===== config.mk =====
export PLATFORM = sky130hd
export DESIGN_NAME = actuator_position_sequencer_flat
export DESIGN_NICKNAME = d
export VERILOG_FILES = /design/src/hw/rtl/aps_pkg.sv /design/src/hw/rtl/aps_cmd_if.sv /design/src/hw/rtl/aps_res_if.sv /design/src/hw/rtl/aps_cfg_if.sv /design/src/hw/rtl/actuator_position_sequencer.sv /design/src/hw/rtl/aps_seq.sv /design/src/flat_wrapper.sv
export SDC_FILE = /design/constraint.sdc
export NUM_CORES = 1
export LEC_CHECK = 0
export BUFFER_PORTS_ARGS = -buffer_cell sky130_fd_sc_hd__buf_4
export CAP_MARGIN = 30
export CORE_ASPECT_RATIO = 0.5
export CORE_MARGIN = 2
export CORE_UTILIZATION = 55
export CTS_BUF_LIST = sky130_fd_sc_hd__clkbuf_4 sky130_fd_sc_hd__clkbuf_8 sky130_fd_sc_hd__clkbuf_16
export CTS_CLUSTER_SIZE = 12
export DETAILED_ROUTE_END_ITERATION = 8
export GPL_TIMING_DRIVEN = 0
export PLACE_DENSITY_LB_ADDON = 0.15
export SKIP_LAST_GASP = 1
export SLEW_MARGIN = 25
export SYNTH_ARGS = -nofsm -noshare
export SYNTH_HDL_FRONTEND = slang
export SYNTH_SLANG_ARGS = --single-unit
export TNS_END_PERCENT = 1

===== constraint.sdc =====
create_clock -name clk -period 8 [get_ports clk]
set_input_delay 1.2 -clock clk [delete_from_list [all_inputs] [get_ports clk]]
set_output_delay 1.2 -clock clk [all_outputs]
set_load 0.02 [all_outputs]

===== src/hw/rtl/aps_pkg.sv =====
// Shared types and constants for the actuator position sequencer.
// No dependencies; the top level and aps_seq refer to this package.
`timescale 1ns / 1ps

package aps_pkg;

	// Command mode codes carried on the input channel
	localparam logic [1:0] MODE_TICK    = 2'd0;
	localparam logic [1:0] MODE_WORK    = 2'd1;
	localparam logic [1:0] MODE_SERVICE = 2'd2;

	// Configuration register indexes
	localparam logic [1:0] CFG_WEIGHT_FITTED  = 2'd0;
	localparam logic [1:0] CFG_SETTLE_TICKS   = 2'd1;
	localparam logic [1:0] CFG_MODULE_TIMEOUT = 2'd2;
	localparam logic [1:0] CFG_WEIGHT_TIMEOUT = 2'd3;

	// Configuration reset values
	localparam logic [15:0] SETTLE_TICKS_RST   = 16'd500;
	localparam logic [15:0] MODULE_TIMEOUT_RST = 16'd10000;
	localparam logic [15:0] WEIGHT_TIMEOUT_RST = 16'd5000;

	// Pending step mask bits
	localparam logic [2:0] STEP_RETRACT = 3'b001;
	localparam logic [2:0] STEP_MOVE    = 3'b010;
	localparam logic [2:0] STEP_ENGAGE  = 3'b100;

	typedef enum logic [1:0] {
		PH_IDLE,
		PH_SETTLE,
		PH_WAIT
	} phase_t;

	typedef enum logic [2:0] {
		ST_OK              = 3'd0,
		ST_MODULE_TIMEOUT  = 3'd1,
		ST_RETRACT_TIMEOUT = 3'd2,
		ST_ENGAGE_TIMEOUT  = 3'd3,
		ST_SWITCH_FAULT    = 3'd4,
		ST_POS_UNKNOWN     = 3'd5
	} status_t;

	// Outcome of classifying a switch code
	typedef enum logic [1:0] {
		CL_STEPS,
		CL_OK,
		CL_FAULT,
		CL_SETTLE
	} class_kind_t;

	typedef struct packed {
		logic        weight_fitted;
		logic [15:0] settle_ticks;
		logic [15:0] module_timeout;
		logic [15:0] weight_timeout;
	} cfg_t;

	typedef struct packed {
		logic [1:0] mode;
		logic       at_work;
		logic       at_service;
		logic       weight_home;
	} cmd_t;

	typedef struct packed {
		logic       pulse_to_work;
		logic       pulse_to_service;
		logic       pulse_weight_retract;
		logic       pulse_weight_engage;
		logic       busy_res;
		logic       done_res;
		logic [2:0] status;
	} res_t;

endpackage


===== src/hw/rtl/aps_cmd_if.sv =====
// Input channel of the sequencer: ticks and commands with switch samples.
// Depends on nothing.
`timescale 1ns / 1ps

interface aps_cmd_if;
	logic       valid;
	logic       ready;
	logic [1:0] mode;
	logic       at_work;
	logic       at_service;
	logic       weight_home;

	modport source (output valid, mode, at_work, at_service, weight_home, input ready);
	modport sink   (input valid, mode, at_work, at_service, weight_home, output ready);
endinterface


===== src/hw/rtl/aps_res_if.sv =====
// Result channel of the sequencer: pulses, busy, done and status.
// Depends on nothing.
`timescale 1ns / 1ps

interface aps_res_if;
	logic       valid;
	logic       ready;
	logic       pulse_to_work;
	logic       pulse_to_service;
	logic       pulse_weight_retract;
	logic       pulse_weight_engage;
	logic       busy_res;
	logic       done_res;
	logic [2:0] status;

	modport source (output valid, pulse_to_work, pulse_to_service, pulse_weight_retract,
		pulse_weight_engage, busy_res, done_res, status, input ready);
	modport sink   (input valid, pulse_to_work, pulse_to_service, pulse_weight_retract,
		pulse_weight_engage, busy_res, done_res, status, output ready);
endinterface


===== src/hw/rtl/aps_cfg_if.sv =====
// Configuration write channel: register index and write data.
// Depends on nothing.
`timescale 1ns / 1ps

interface aps_cfg_if;
	logic        valid;
	logic        ready;
	logic [1:0]  index;
	logic [15:0] data;

	modport source (output valid, index, data, input ready);
	modport sink   (input valid, index, data, output ready);
endinterface


===== src/hw/rtl/actuator_position_sequencer.sv =====
// Top level of the actuator position sequencer: config registers and result register.
// Depends on aps_pkg, aps_cmd_if, aps_res_if, aps_cfg_if and aps_seq.
`timescale 1ns / 1ps

//  channel | dir | payload                                        | accepted when
//  cmd     | in  | mode, at_work, at_service, weight_home         | valid && ready
//  res     | out | four pulses, busy_res, done_res, status        | valid && ready
//  cfg     | in  | index (2b), data (16b)                         | valid && ready
//
// One item per cycle while res is not stalled: the state update and the result
// are registered on accept, and the result register holds it until the sink takes it.
// cmd.ready stays high while the result register is empty or being drained
// in the same cycle; a stall on res holds back cmd only.
// cfg.ready is always high. arst_n clears state and loads register defaults.

module actuator_position_sequencer #(
	parameter int MAX_TRIES = 3
) (
	input logic         clk,
	input logic         arst_n,
	aps_cmd_if.sink     cmd,
	aps_res_if.source   res,
	aps_cfg_if.sink     cfg
);

	aps_pkg::cfg_t cfg_q;
	aps_pkg::cmd_t cmd_in;
	aps_pkg::res_t res_n;
	aps_pkg::res_t res_q;
	logic          res_valid_q;
	logic          take;

	assign cfg.ready = 1'b1;

	// Configuration register writes
	always_ff @(posedge clk or negedge arst_n) begin
		if (!arst_n) begin
			cfg_q.weight_fitted  <= 1'b0;
			cfg_q.settle_ticks   <= aps_pkg::SETTLE_TICKS_RST;
			cfg_q.module_timeout <= aps_pkg::MODULE_TIMEOUT_RST;
			cfg_q.weight_timeout <= aps_pkg::WEIGHT_TIMEOUT_RST;
		end else if (cfg.valid) begin
			case (cfg.index)
				aps_pkg::CFG_WEIGHT_FITTED:  cfg_q.weight_fitted  <= cfg.data[0];
				aps_pkg::CFG_SETTLE_TICKS:   cfg_q.settle_ticks   <= cfg.data;
				aps_pkg::CFG_MODULE_TIMEOUT: cfg_q.module_timeout <= cfg.data;
				default:                     cfg_q.weight_timeout <= cfg.data;
			endcase
		end
	end

	// Accept a transaction whenever the result slot frees up
	assign cmd.ready = !res_valid_q || res.ready;
	assign take      = cmd.valid && cmd.ready;

	assign cmd_in.mode        = cmd.mode;
	assign cmd_in.at_work     = cmd.at_work;
	assign cmd_in.at_service  = cmd.at_service;
	assign cmd_in.weight_home = cmd.weight_home;

	aps_seq #(
		.MAX_TRIES (MAX_TRIES)
	) u_seq (
		.clk    (clk),
		.arst_n (arst_n),
		.take   (take),
		.cmd_in (cmd_in),
		.cfg    (cfg_q),
		.res_n  (res_n)
	);

	// Result valid: set on accept, drop once taken
	always_ff @(posedge clk or negedge arst_n) begin
		if (!arst_n) begin
			res_valid_q <= 1'b0;
		end else if (take) begin
			res_valid_q <= 1'b1;
		end else if (res.ready) begin
			res_valid_q <= 1'b0;
		end
	end

	// Result payload
	always_ff @(posedge clk) begin
		if (take) begin
			res_q <= res_n;
		end
	end

	assign res.valid                = res_valid_q;
	assign res.pulse_to_work        = res_q.pulse_to_work;
	assign res.pulse_to_service     = res_q.pulse_to_service;
	assign res.pulse_weight_retract = res_q.pulse_weight_retract;
	assign res.pulse_weight_engage  = res_q.pulse_weight_engage;
	assign res.busy_res             = res_q.busy_res;
	assign res.done_res             = res_q.done_res;
	assign res.status               = res_q.status;

endmodule


===== src/hw/rtl/aps_seq.sv =====
// Sequencer state and per-item next-state logic.
// Depends on aps_pkg for the config, command and result types.
`timescale 1ns / 1ps

module aps_seq #(
	parameter int MAX_TRIES = 3
) (
	input  logic          clk,
	input  logic          arst_n,
	input  logic          take,
	input  aps_pkg::cmd_t cmd_in,
	input  aps_pkg::cfg_t cfg,
	output aps_pkg::res_t res_n
);

	localparam logic [1:0] TRIES_LIMIT = 2'(MAX_TRIES);

	aps_pkg::phase_t phase_q, phase_n;
	logic            target_q, target_n;
	logic [2:0]      pending_q, pending_n;
	logic [15:0]     timer_q, timer_n;
	logic [1:0]      tries_q, tries_n;

	// Classify a switch code into the step mask or an immediate outcome
	function automatic void classify(input logic wf, input logic tgt, input logic [2:0] code,
		output aps_pkg::class_kind_t kind, output logic [2:0] steps);
		kind  = aps_pkg::CL_STEPS;
		steps = 3'b000;
		if (!wf) begin
			case (code[1:0])
				2'd0: kind = aps_pkg::CL_SETTLE;
				2'd3: kind = aps_pkg::CL_FAULT;
				2'd1: if (tgt) steps = aps_pkg::STEP_MOVE; else kind = aps_pkg::CL_OK;
				default: if (tgt) kind = aps_pkg::CL_OK; else steps = aps_pkg::STEP_MOVE;
			endcase
		end else begin
			case (code)
				3'd0, 3'd4: kind = aps_pkg::CL_SETTLE;
				3'd3, 3'd7: kind = aps_pkg::CL_FAULT;
				3'd1: begin
					if (tgt) steps = aps_pkg::STEP_RETRACT | aps_pkg::STEP_MOVE;
					else kind = aps_pkg::CL_OK;
				end
				3'd2: begin
					if (tgt) steps = aps_pkg::STEP_RETRACT;
					else steps = aps_pkg::STEP_RETRACT | aps_pkg::STEP_MOVE
						| aps_pkg::STEP_ENGAGE;
				end
				3'd5: steps = tgt ? aps_pkg::STEP_MOVE : aps_pkg::STEP_ENGAGE;
				default: begin
					if (tgt) kind = aps_pkg::CL_OK;
					else steps = aps_pkg::STEP_MOVE | aps_pkg::STEP_ENGAGE;
				end
			endcase
		end
	endfunction

	// Next state and result for the item on the input
	always_comb begin
		logic [2:0]            code;
		logic                  do_eval;
		logic                  do_begin;
		logic                  do_finish;
		aps_pkg::status_t      fin_status;
		aps_pkg::class_kind_t  kind;
		logic [2:0]            steps;
		logic [2:0]            cur;
		logic                  reached;
		aps_pkg::status_t      err;

		code       = {cmd_in.weight_home, cmd_in.at_service, cmd_in.at_work};
		do_eval    = 1'b0;
		do_begin   = 1'b0;
		do_finish  = 1'b0;
		fin_status = aps_pkg::ST_OK;
		kind       = aps_pkg::CL_OK;
		steps      = 3'b000;
		reached    = 1'b0;
		err        = aps_pkg::ST_OK;

		phase_n   = phase_q;
		target_n  = target_q;
		pending_n = pending_q;
		timer_n   = timer_q;
		tries_n   = tries_q;
		res_n     = '0;

		// current step is the lowest pending bit
		if (pending_q[0]) cur = aps_pkg::STEP_RETRACT;
		else if (pending_q[1]) cur = aps_pkg::STEP_MOVE;
		else cur = aps_pkg::STEP_ENGAGE;

		case (phase_q)
			aps_pkg::PH_SETTLE: begin
				if (timer_q > 16'd1) timer_n = timer_q - 16'd1;
				else if (tries_q >= TRIES_LIMIT) begin
					do_finish  = 1'b1;
					fin_status = aps_pkg::ST_POS_UNKNOWN;
				end else do_eval = 1'b1;
			end
			aps_pkg::PH_WAIT: begin
				if (cur == aps_pkg::STEP_RETRACT) begin
					reached = cmd_in.weight_home;
					err     = aps_pkg::ST_RETRACT_TIMEOUT;
				end else if (cur == aps_pkg::STEP_MOVE) begin
					reached = target_q ? cmd_in.at_service : cmd_in.at_work;
					err     = aps_pkg::ST_MODULE_TIMEOUT;
				end else begin
					reached = !cmd_in.weight_home;
					err     = aps_pkg::ST_ENGAGE_TIMEOUT;
				end
				if (reached) begin
					pending_n = pending_q & ~cur;
					if (pending_n != 3'b000) do_begin = 1'b1;
					else do_finish = 1'b1;
				end else if (timer_q > 16'd1) timer_n = timer_q - 16'd1;
				else begin
					do_finish  = 1'b1;
					fin_status = err;
				end
			end
			default: begin
				phase_n = aps_pkg::PH_IDLE;
				if (cmd_in.mode == aps_pkg::MODE_WORK || cmd_in.mode == aps_pkg::MODE_SERVICE)
				begin
					target_n = (cmd_in.mode == aps_pkg::MODE_SERVICE);
					tries_n  = 2'd0;
					do_eval  = 1'b1;
				end
			end
		endcase

		// Classify the sampled switch code
		if (do_eval) begin
			classify(cfg.weight_fitted, target_n, code, kind, steps);
			case (kind)
				aps_pkg::CL_SETTLE: begin
					tries_n = tries_n + 2'd1;
					timer_n = cfg.settle_ticks;
					phase_n = aps_pkg::PH_SETTLE;
				end
				aps_pkg::CL_FAULT: begin
					do_finish  = 1'b1;
					fin_status = aps_pkg::ST_SWITCH_FAULT;
				end
				aps_pkg::CL_OK: do_finish = 1'b1;
				default: begin
					pending_n = steps;
					do_begin  = 1'b1;
				end
			endcase
		end

		// Start the lowest pending step: pulse and load its timeout
		if (do_begin) begin
			phase_n = aps_pkg::PH_WAIT;
			if (pending_n[0]) begin
				res_n.pulse_weight_retract = 1'b1;
				timer_n = cfg.weight_timeout;
			end else if (pending_n[1]) begin
				if (target_n) res_n.pulse_to_service = 1'b1;
				else res_n.pulse_to_work = 1'b1;
				timer_n = cfg.module_timeout;
			end else begin
				res_n.pulse_weight_engage = 1'b1;
				timer_n = cfg.weight_timeout;
			end
		end

		// Close the sequence and report status
		if (do_finish) begin
			phase_n      = aps_pkg::PH_IDLE;
			pending_n    = 3'b000;
			timer_n      = 16'd0;
			tries_n      = 2'd0;
			res_n.done_res = 1'b1;
			res_n.status   = fin_status;
		end

		res_n.busy_res = (phase_n != aps_pkg::PH_IDLE);
	end

	// Advance the state on each accepted transaction
	always_ff @(posedge clk or negedge arst_n) begin
		if (!arst_n) begin
			phase_q   <= aps_pkg::PH_IDLE;
			target_q  <= 1'b0;
			pending_q <= 3'b000;
			timer_q   <= 16'd0;
			tries_q   <= 2'd0;
		end else if (take) begin
			phase_q   <= phase_n;
			target_q  <= target_n;
			pending_q <= pending_n;
			timer_q   <= timer_n;
			tries_q   <= tries_n;
		end
	end

endmodule


===== src/flat_wrapper.sv =====
// flat-port wrapper written by rule: the top's interface ports become plain ports
module actuator_position_sequencer_flat 
#(
	parameter int MAX_TRIES = 3
)
  (clk, arst_n, cmd_valid, cmd_mode, cmd_at_work, cmd_at_service, cmd_weight_home, cmd_ready, res_valid, res_pulse_to_work, res_pulse_to_service, res_pulse_weight_retract, res_pulse_weight_engage, res_busy_res, res_done_res, res_status, res_ready, cfg_valid, cfg_index, cfg_data, cfg_ready);
  aps_cmd_if cmd_i ();
  aps_res_if res_i ();
  aps_cfg_if cfg_i ();
  input logic clk;
  input logic arst_n;
  input wire logic [$bits(cmd_i.valid)-1:0] cmd_valid;
  input wire logic [$bits(cmd_i.mode)-1:0] cmd_mode;
  input wire logic [$bits(cmd_i.at_work)-1:0] cmd_at_work;
  input wire logic [$bits(cmd_i.at_service)-1:0] cmd_at_service;
  input wire logic [$bits(cmd_i.weight_home)-1:0] cmd_weight_home;
  output wire logic [$bits(cmd_i.ready)-1:0] cmd_ready;
  output wire logic [$bits(res_i.valid)-1:0] res_valid;
  output wire logic [$bits(res_i.pulse_to_work)-1:0] res_pulse_to_work;
  output wire logic [$bits(res_i.pulse_to_service)-1:0] res_pulse_to_service;
  output wire logic [$bits(res_i.pulse_weight_retract)-1:0] res_pulse_weight_retract;
  output wire logic [$bits(res_i.pulse_weight_engage)-1:0] res_pulse_weight_engage;
  output wire logic [$bits(res_i.busy_res)-1:0] res_busy_res;
  output wire logic [$bits(res_i.done_res)-1:0] res_done_res;
  output wire logic [$bits(res_i.status)-1:0] res_status;
  input wire logic [$bits(res_i.ready)-1:0] res_ready;
  input wire logic [$bits(cfg_i.valid)-1:0] cfg_valid;
  input wire logic [$bits(cfg_i.index)-1:0] cfg_index;
  input wire logic [$bits(cfg_i.data)-1:0] cfg_data;
  output wire logic [$bits(cfg_i.ready)-1:0] cfg_ready;
  assign cmd_i.valid = cmd_valid;
  assign cmd_i.mode = cmd_mode;
  assign cmd_i.at_work = cmd_at_work;
  assign cmd_i.at_service = cmd_at_service;
  assign cmd_i.weight_home = cmd_weight_home;
  assign cmd_ready = cmd_i.ready;
  assign res_valid = res_i.valid;
  assign res_pulse_to_work = res_i.pulse_to_work;
  assign res_pulse_to_service = res_i.pulse_to_service;
  assign res_pulse_weight_retract = res_i.pulse_weight_retract;
  assign res_pulse_weight_engage = res_i.pulse_weight_engage;
  assign res_busy_res = res_i.busy_res;
  assign res_done_res = res_i.done_res;
  assign res_status = res_i.status;
  assign res_i.ready = res_ready;
  assign cfg_i.valid = cfg_valid;
  assign cfg_i.index = cfg_index;
  assign cfg_i.data = cfg_data;
  assign cfg_ready = cfg_i.ready;
  actuator_position_sequencer #(.MAX_TRIES(MAX_TRIES)) u_core (.clk(clk), .arst_n(arst_n), .cmd(cmd_i), .res(res_i), .cfg(cfg_i));
endmodule

======== Word level (Yosys, flattened, before mapping) ========
Cells that the tools add are included.
word-level totals
  output and inout port bits .............. 12
  input port bits ......................... 28
  logic and storage cells ................. 151
  register bits after elaboration ......... 83
cells by class
  bitwise logic cells ..................... 5
  reductions and logical operators ........ 26
  add/subtract/negate cells ............... 2
  magnitude comparators ................... 2
  equal/unequal tests ..................... 19
  muxes and demuxes ....................... 80
operator list
  cell                     number
  $mux W16                 8
  $mux W3                  17
  $mux W2                  17
  $pmux W16 S2             1
  $mux W1                  29
  $gt A16 B1 Y1 const B    1
  $sub A16 B1 Y16 const B  1
  $reduce_or A2 Y1         7
  $eq A2 B2 Y1 const B     6
  $pmux W3 S4              1
  $eq A2 B1 Y1 const B     5
  $eq A3 B2 Y1 const B     3
  $eq A3 B3 Y1 const B     3
  $reduce_or A3 Y1         3
  $pmux W2 S4              1
  $reduce_and A2 Y1        4
  $eq A3 B1 Y1 const B     2
  $pmux W2 S3              1
  $pmux W3 S2              1
  $logic_not A2 Y1         2
  $mux W4                  1
  $pmux W1 S2              2
  $pmux W2 S2              1
  $reduce_bool A2 Y1       2
  other kinds (11)         15

======== Depth between registers and ports, before layout ========
  depth in word-level cells ............... 16
  depth in mapped cells ................... 18
  depth with buffers taken out ............ 15

======== By module ========
A second synthesis with hierarchy kept.
unflattened totals
  cell total of the unflattened synthesis .. 460
  area total of the unflattened synthesis .. 5036.1 um^2
by module, submodules not included
  module                       seq. area each (um^2)  instances  cells an instance  area an instance (um^2)
  aps_seq                      600.6                  1          340                2701.3
  actuator_position_sequencer  1541.5                 1          120                2334.7

======== Worst setup path after synthesis ========
Ideal clock, no wire load.
  path type ............................... input -> register
  start ................................... input port cmd_mode[0]
  end ..................................... register u_core.u_seq.timer_q[15]
  data required time ...................... 7.878 ns
  stages on the path ...................... 16
  data arrival time ....................... 4.111 ns
  setup slack ............................. 3.767 ns
  buffers on the path ..................... 1
  setup time .............................. 0.122 ns
  cells stage by stage .................... inv_1 -> ha_1 -> nor2b_1 -> buf_6 -> mux2i_2 -> nor3b_1 -> a21oi_1 -> o211ai_1 -> o21ai_0 -> ha_1 -> nand2_1 -> o311ai_0 -> o31a_2 -> nand2_4 -> or3_1 -> a32o_1
on the way
  word-level cells in the longest chain between the ends .. 16
  elaborated cells on any way between the ends .. 39
  those cells by class .................... eq/ne: 5; mux: 31; reduce/logical: 3
RTL lines
  item                                                 RTL line                        RTL
  start: declaration                                   flat_wrapper.sv:13              input wire logic [$bits(cmd_i.mode)-1:0] cmd_mode;
  $eq A2 B1 Y1 / $eq A2 B2 Y1 (equally long branches)  aps_seq.sv:124, aps_seq.sv:126
  $logic_or A1 B1 Y1                                   aps_seq.sv:124                  if (cmd_in.mode == aps_pkg::MODE_WORK || cmd_in.mode == aps_pkg::MODE_SERVICE)
  $mux W1                                              aps_seq.sv:124
  $mux W1                                              aps_seq.sv:93                   case (phase_q)
  $mux W1, on equally long branches                    -
  $pmux W2 S4 / $pmux W2 S3 (equally long branches)    aps_seq.sv:37, aps_seq.sv:30
  $mux W2                                              aps_seq.sv:29                   if (!wf) begin
  $mux W2                                              aps_seq.sv:134                  if (do_eval) begin
  $eq A2 B2 Y1 / $eq A2 B1 Y1 (equally long branches)  aps_seq.sv:136                  case (kind)
  $reduce_or A3 Y1 (no line)                           -
  $mux W3                                              aps_seq.sv:136
  $mux W3                                              aps_seq.sv:134
  $mux W16                                             aps_seq.sv:160                  end else if (pending_n[1]) begin
  $mux W16                                             aps_seq.sv:157                  if (pending_n[0]) begin
  $mux W16                                             aps_seq.sv:155                  if (do_begin) begin
  $mux W16 (*)                                         aps_seq.sv:171                  if (do_finish) begin
  end signal: assignment                               aps_seq.sv:195                  timer_q <= timer_n;
  end: declaration                                     aps_seq.sv:21                   logic [15:0] timer_q, timer_n;
Every way passes the cells marked *; elsewhere a longest branch is shown, timed or not. The select of a mux whose other input is x is not followed.
A chain may end at the register's enable or synchronous reset.

======== Final worst setup path ========
  start ................................... input port cmd_mode[0]
  end ..................................... register u_core.u_seq.timer_q[11]
The elaborated chain is that of the path after synthesis.

==> summary.txt <==
count of buffering cells on the critical path with inverters included: 4
relative slew slack: 44.6%
setup repair after global routing missed its margin: false
Antenna Diode Count: 0
cts hold-fix bufs: 0
routability-driven placement congestion ratio: 0.945
number of clock buffers inserted by TritonCTS: 9
post-synth cell types: 71
accumulated negative setup slack: 0 ps
Min-Delay Startpoint: u_core.cfg_q[22]$_DFFE_PN0P_
Detail Route met3 WL: 1070 µm
Post-synth top flop: sky130_fd_sc_hd__dfrtp_1
destination of the worst register-to-register timing path: u_core.u_seq.timer_q[11]$_DFFE_PN0P_
fill cell instance count of the final layout: 721
simple-gate share of the synthesized area: 15.1%
final standard cell utilization of the core: 64.7%
wire length of the first global-routing pass: 20500 µm
Post-Place Cell Area: 0.00526 mm²
worst clock skew on the final layout: 5.50 ps
Period Utilization, post-route: 60.3%
Mapped Cells: 467
drt total wl: 12600 µm
most frequent cell on the critical path: sky130_fd_sc_hd__ha_1
height of the die: 70.3 µm
Horiz. Die Dim: 137 µm
beginning of the worst register-to-register path: u_core.u_seq.phase_q[1]$_DFFE_PN0P_
Top Ports: 40
Max Fclk: 207 MHz
MaxCap Viol Count: 0
max-slew violation count: 0
Net Count, Synth: 508
longest individual stage delay on the worst path: 630 ps
critical path class: in -> reg
GRT overflow: 0
global routing usage summed across all routing layers: 28.6%
largest fanout of any net on the critical path: 10
post-route minimum period: 4830 ps
Layout Nets: 557
dominant combinational cell family by area after synthesis: compound AO/OA/AOI/OAI gates
launch point of the worst path: cmd_mode[0]
power density over the cells: 342 mW/mm²
starting density of the core: 56.1%
CTS H-tree depth: 3
footprint of the multi-input gates: 0.00253 mm²
final cell count without fillers: 638
average routed wire per standard cell: 19.7 µm
CTS clock-pin slew for the worst setup and hold paths: 60 ps
flop2flop setup slack: 3600 ps
largest net degree at the start of global routing: 75
run status: completed
flip-flop and latch count after synthesis: 83
Gates resized, CTS repair: 0
CP Data Required Time: 8230 ps
Clock Tree Root: sky130_fd_sc_hd__clkbuf_16
Detailed Place HPWL: 9130 µm
family with the most delay on the worst path: compound AO/OA/AOI/OAI gates
Max stage delay cell, worst path: sky130_fd_sc_hd__a31oi_1
remaining number of nets flagged by the antenna check after routing: 0
TritonCTS clock tree: done
Worst Hold Depth: 1
arrival time of data at the critical path endpoint: 5050 ps
post-synthesis share of cell area spent on full adders, half adders and majority gates: 3.57%
Placement Rows: 24
ratio of cells with drive above 1 in the final layout: 27.3%
share of synthesized area spent on multiplexers: 14.7%
total via count in the routed design: 4041
Synth async-reset ratio: 89.2%
post-synth design cell area: 0.00483 mm²
final count of hold timing violations: 0
total met2 wirelength after detailed routing: 5010 µm
TritonCTS Sinks: 83
setup repair bufs after CTS: 0
vias in the first global route: 3877
summed area of non-filler cells in the final layout: 0.00558 mm²
iteration-0 DRC count of the detailed router: 406
worst-margin pin slew: 826 ps
area of the core: 0.00862 mm²
highest routed metal layer: met4
Critical Path Sink Type: flop
class of the tightest hold or removal check: reg -> reg
routed length on met1: 6210 µm
Critical Path Start Type: primary input
IO Port Bufs: 37
average vias per placed instance: 6.33
Layout area overhead: 15.4%
leakage power figure: 2.34 nW
Syn Area/Cell: 10.3 µm²
initial antenna violation count: 0
area occupied by registers: 0.00214 mm²
latest clock arrival within the worst-skew pair: 340 ps
hold path endpoint: u_core.cfg_q[22]$_DFFE_PN0P_
post-placement cell count: 621
list of cells traversed by the critical path: buf_4 > inv_1 > ha_1 > nor2b_1 > buf_6 > mux2i_2 > a22oi_1 > o211ai_1 > o21ai_0 > ha_1 > nand2_1 > o31ai_1 > a31oi_1 > clkbuf_1 > o311ai_0 > a32o_1
sequential area share after synthesis: 44.3%
DR pass1 iterations: 5
total die area: 0.00960 mm²
post-synthesis compound-gate area fraction: 19.0%
drc violations: 0
largest vdd supply drop: 0.000155 V
Yosys warnings: 0
final setup violation count: 0
Clock Tree Buf Depth: 2
XOR/XNOR share of the synthesized area: 0%
FF-to-FF path depth: 15
number of enable-type register cells in the synthesized netlist: 9
-- final cells by class --
type	count	area share (%)
sequential	83	38.4
tap	117	2.63
buffer	19	1.80
clock buffer	11	4.62
multi-input combinational	349	45.4
clock inverter	5	0.583
inverter	16	1.08
timing repair buffer	38	5.48
-- power breakdown --
group	total [mW]	switching [mW]	internal (mW)
Clock	0.401	0.168	0.233
Combinational	0.868	0.537	0.331
Sequential	0.636	0.0968	0.539
Total	1.90	0.801	1.10
-- worst max path at each step --
| stage | end | slack, ps | cells after the start |
|---|---|---|---|
| 2_1_floorplan | u_core.u_seq.timer_q[15]$_DFFE_PN0P_ | 3770 | 16 |
| 3_3_place_gp | u_core.u_seq.timer_q[11]$_DFFE_PN0P_ | 2880 | 16 |
| 3_5_place_dp | u_core.u_seq.timer_q[11]$_DFFE_PN0P_ | 2820 | 16 |
| 4_1_cts | u_core.u_seq.timer_q[11]$_DFFE_PN0P_ | 3170 | 16 |
| 5_1_grt | u_core.u_seq.timer_q[11]$_DFFE_PN0P_ | 2800 | 16 |
| 6_report | u_core.u_seq.timer_q[11]$_DFFE_PN0P_ | 3170 | 16 |
-- worst reg2reg max path: cells and delay by family (launching register included) --
| family | cells | cell delay, ps |
|---|---|---|
| compound gates | 7 | 1820 |
| fa+ha+maj | 2 | 510 |
| buf+inv | 3 | 790 |
| flops | 1 | 420 |
| mux | 1 | 490 |
| simple gates | 2 | 270 |
-- stage by stage --
stage	power (mW)	worst slack, ps	hold slack (ps)
after floorplan	1.24	3770	471
after global placement	1.48	2880	487
after detailed placement	1.49	2820	493
after CTS	1.89	3170	508
after global routing	2.02	2800	512
final	1.90	3170	505
-- metal layers --
layer  track usage (%)  vias up
met4              10.5        0
met3              6.54       29
li1                  -     1879
met5                 0        -
met1              44.7     1962
met2              38.0      171
-- cells in the mapped netlist (2+ instances only) --
cell type	count	area (µm²)
sky130_fd_sc_hd__nand4b_1	2	17.5
sky130_fd_sc_hd__a311oi_1	2	17.5
sky130_fd_sc_hd__a32o_1	4	40.0
sky130_fd_sc_hd__or3_1	9	56.3
sky130_fd_sc_hd__o31ai_1	6	45.0
sky130_fd_sc_hd__nand4_1	4	25.0
sky130_fd_sc_hd__nor2b_1	3	18.8
sky130_fd_sc_hd__nand2b_1	6	37.5
sky130_fd_sc_hd__a31oi_1	17	106
sky130_fd_sc_hd__o31a_1	2	17.5
sky130_fd_sc_hd__nor3b_1	3	22.5
sky130_fd_sc_hd__o311ai_0	4	35.0
sky130_fd_sc_hd__a31o_2	2	17.5
sky130_fd_sc_hd__a22oi_1	4	30.0
sky130_fd_sc_hd__a41oi_1	2	17.5
sky130_fd_sc_hd__dfstp_2	16	420
sky130_fd_sc_hd__o21ai_1	5	25.0
sky130_fd_sc_hd__buf_2	2	10.0
sky130_fd_sc_hd__clkbuf_1	13	48.8
sky130_fd_sc_hd__a211o_1	2	17.5
sky130_fd_sc_hd__o21ai_0	18	90.1
sky130_fd_sc_hd__or2_2	2	12.5
sky130_fd_sc_hd__o221ai_1	3	26.3
sky130_fd_sc_hd__or4_1	2	15.0
sky130_fd_sc_hd__a21oi_1	25	125
sky130_fd_sc_hd__nand3b_1	4	30.0
sky130_fd_sc_hd__mux2_2	49	552
sky130_fd_sc_hd__and3_1	5	31.3
sky130_fd_sc_hd__mux2i_1	12	120
sky130_fd_sc_hd__nor4_1	3	18.8
sky130_fd_sc_hd__o211ai_1	12	90.1
sky130_fd_sc_hd__dfrtp_1	58	1450
sky130_fd_sc_hd__o41ai_1	2	17.5
sky130_fd_sc_hd__a21o_1	3	22.5
sky130_fd_sc_hd__nor2_1	27	101
sky130_fd_sc_hd__nor3_1	8	40.0
sky130_fd_sc_hd__edfxtp_1	9	270
sky130_fd_sc_hd__ha_1	13	163
sky130_fd_sc_hd__o22ai_1	5	31.3
sky130_fd_sc_hd__nand3_1	13	65.1
sky130_fd_sc_hd__inv_1	16	60.1
sky130_fd_sc_hd__nand2_1	39	146
sky130_fd_sc_hd__buf_6	3	33.8
-- cell usage in the layout (no fill, tap or decap), types with 5 or more instances in the layout --
cell	instances
sky130_fd_sc_hd__dfrtp_1	58
sky130_fd_sc_hd__and3_1	5
sky130_fd_sc_hd__o21ai_0	18
sky130_fd_sc_hd__edfxtp_1	9
sky130_fd_sc_hd__o22ai_1	5
sky130_fd_sc_hd__a31oi_1	17
sky130_fd_sc_hd__buf_4	38
sky130_fd_sc_hd__nand2b_1	6
sky130_fd_sc_hd__nand2_1	39
sky130_fd_sc_hd__nor3_1	8
sky130_fd_sc_hd__mux2i_1	12
sky130_fd_sc_hd__or3_1	9
sky130_fd_sc_hd__nand3_1	13
sky130_fd_sc_hd__inv_1	16
sky130_fd_sc_hd__clkbuf_1	13
sky130_fd_sc_hd__o211ai_1	12
sky130_fd_sc_hd__nor2_1	27
sky130_fd_sc_hd__dfstp_2	16
sky130_fd_sc_hd__o31ai_1	6
sky130_fd_sc_hd__o21ai_1	5
sky130_fd_sc_hd__clkbuf_16	10
sky130_fd_sc_hd__a21oi_1	25
sky130_fd_sc_hd__ha_1	13
sky130_fd_sc_hd__mux2_2	49
-- registers in the layout, indices dropped and copies added (netlist names), 2 cells and up --
register	cells
u_core.cfg_q	49
u_core.res.status	3
u_core.u_seq.pending_q	3
u_core.u_seq.phase_q	2
u_core.u_seq.timer_q	16
u_core.u_seq.tries_q	2
-- cell families after synthesis --
| kind of cell | Yosys count |
|---|---|
| other | 1 |
| buffers and inverters | 35 |
| AND/OR/NAND/NOR | 139 |
| flip-flops | 83 |
| AO/OA/AOI/OAI | 132 |
| adder cells (fa/ha/maj) | 14 |
| multiplexers | 63 |
(Power assumes the default switching activity.)
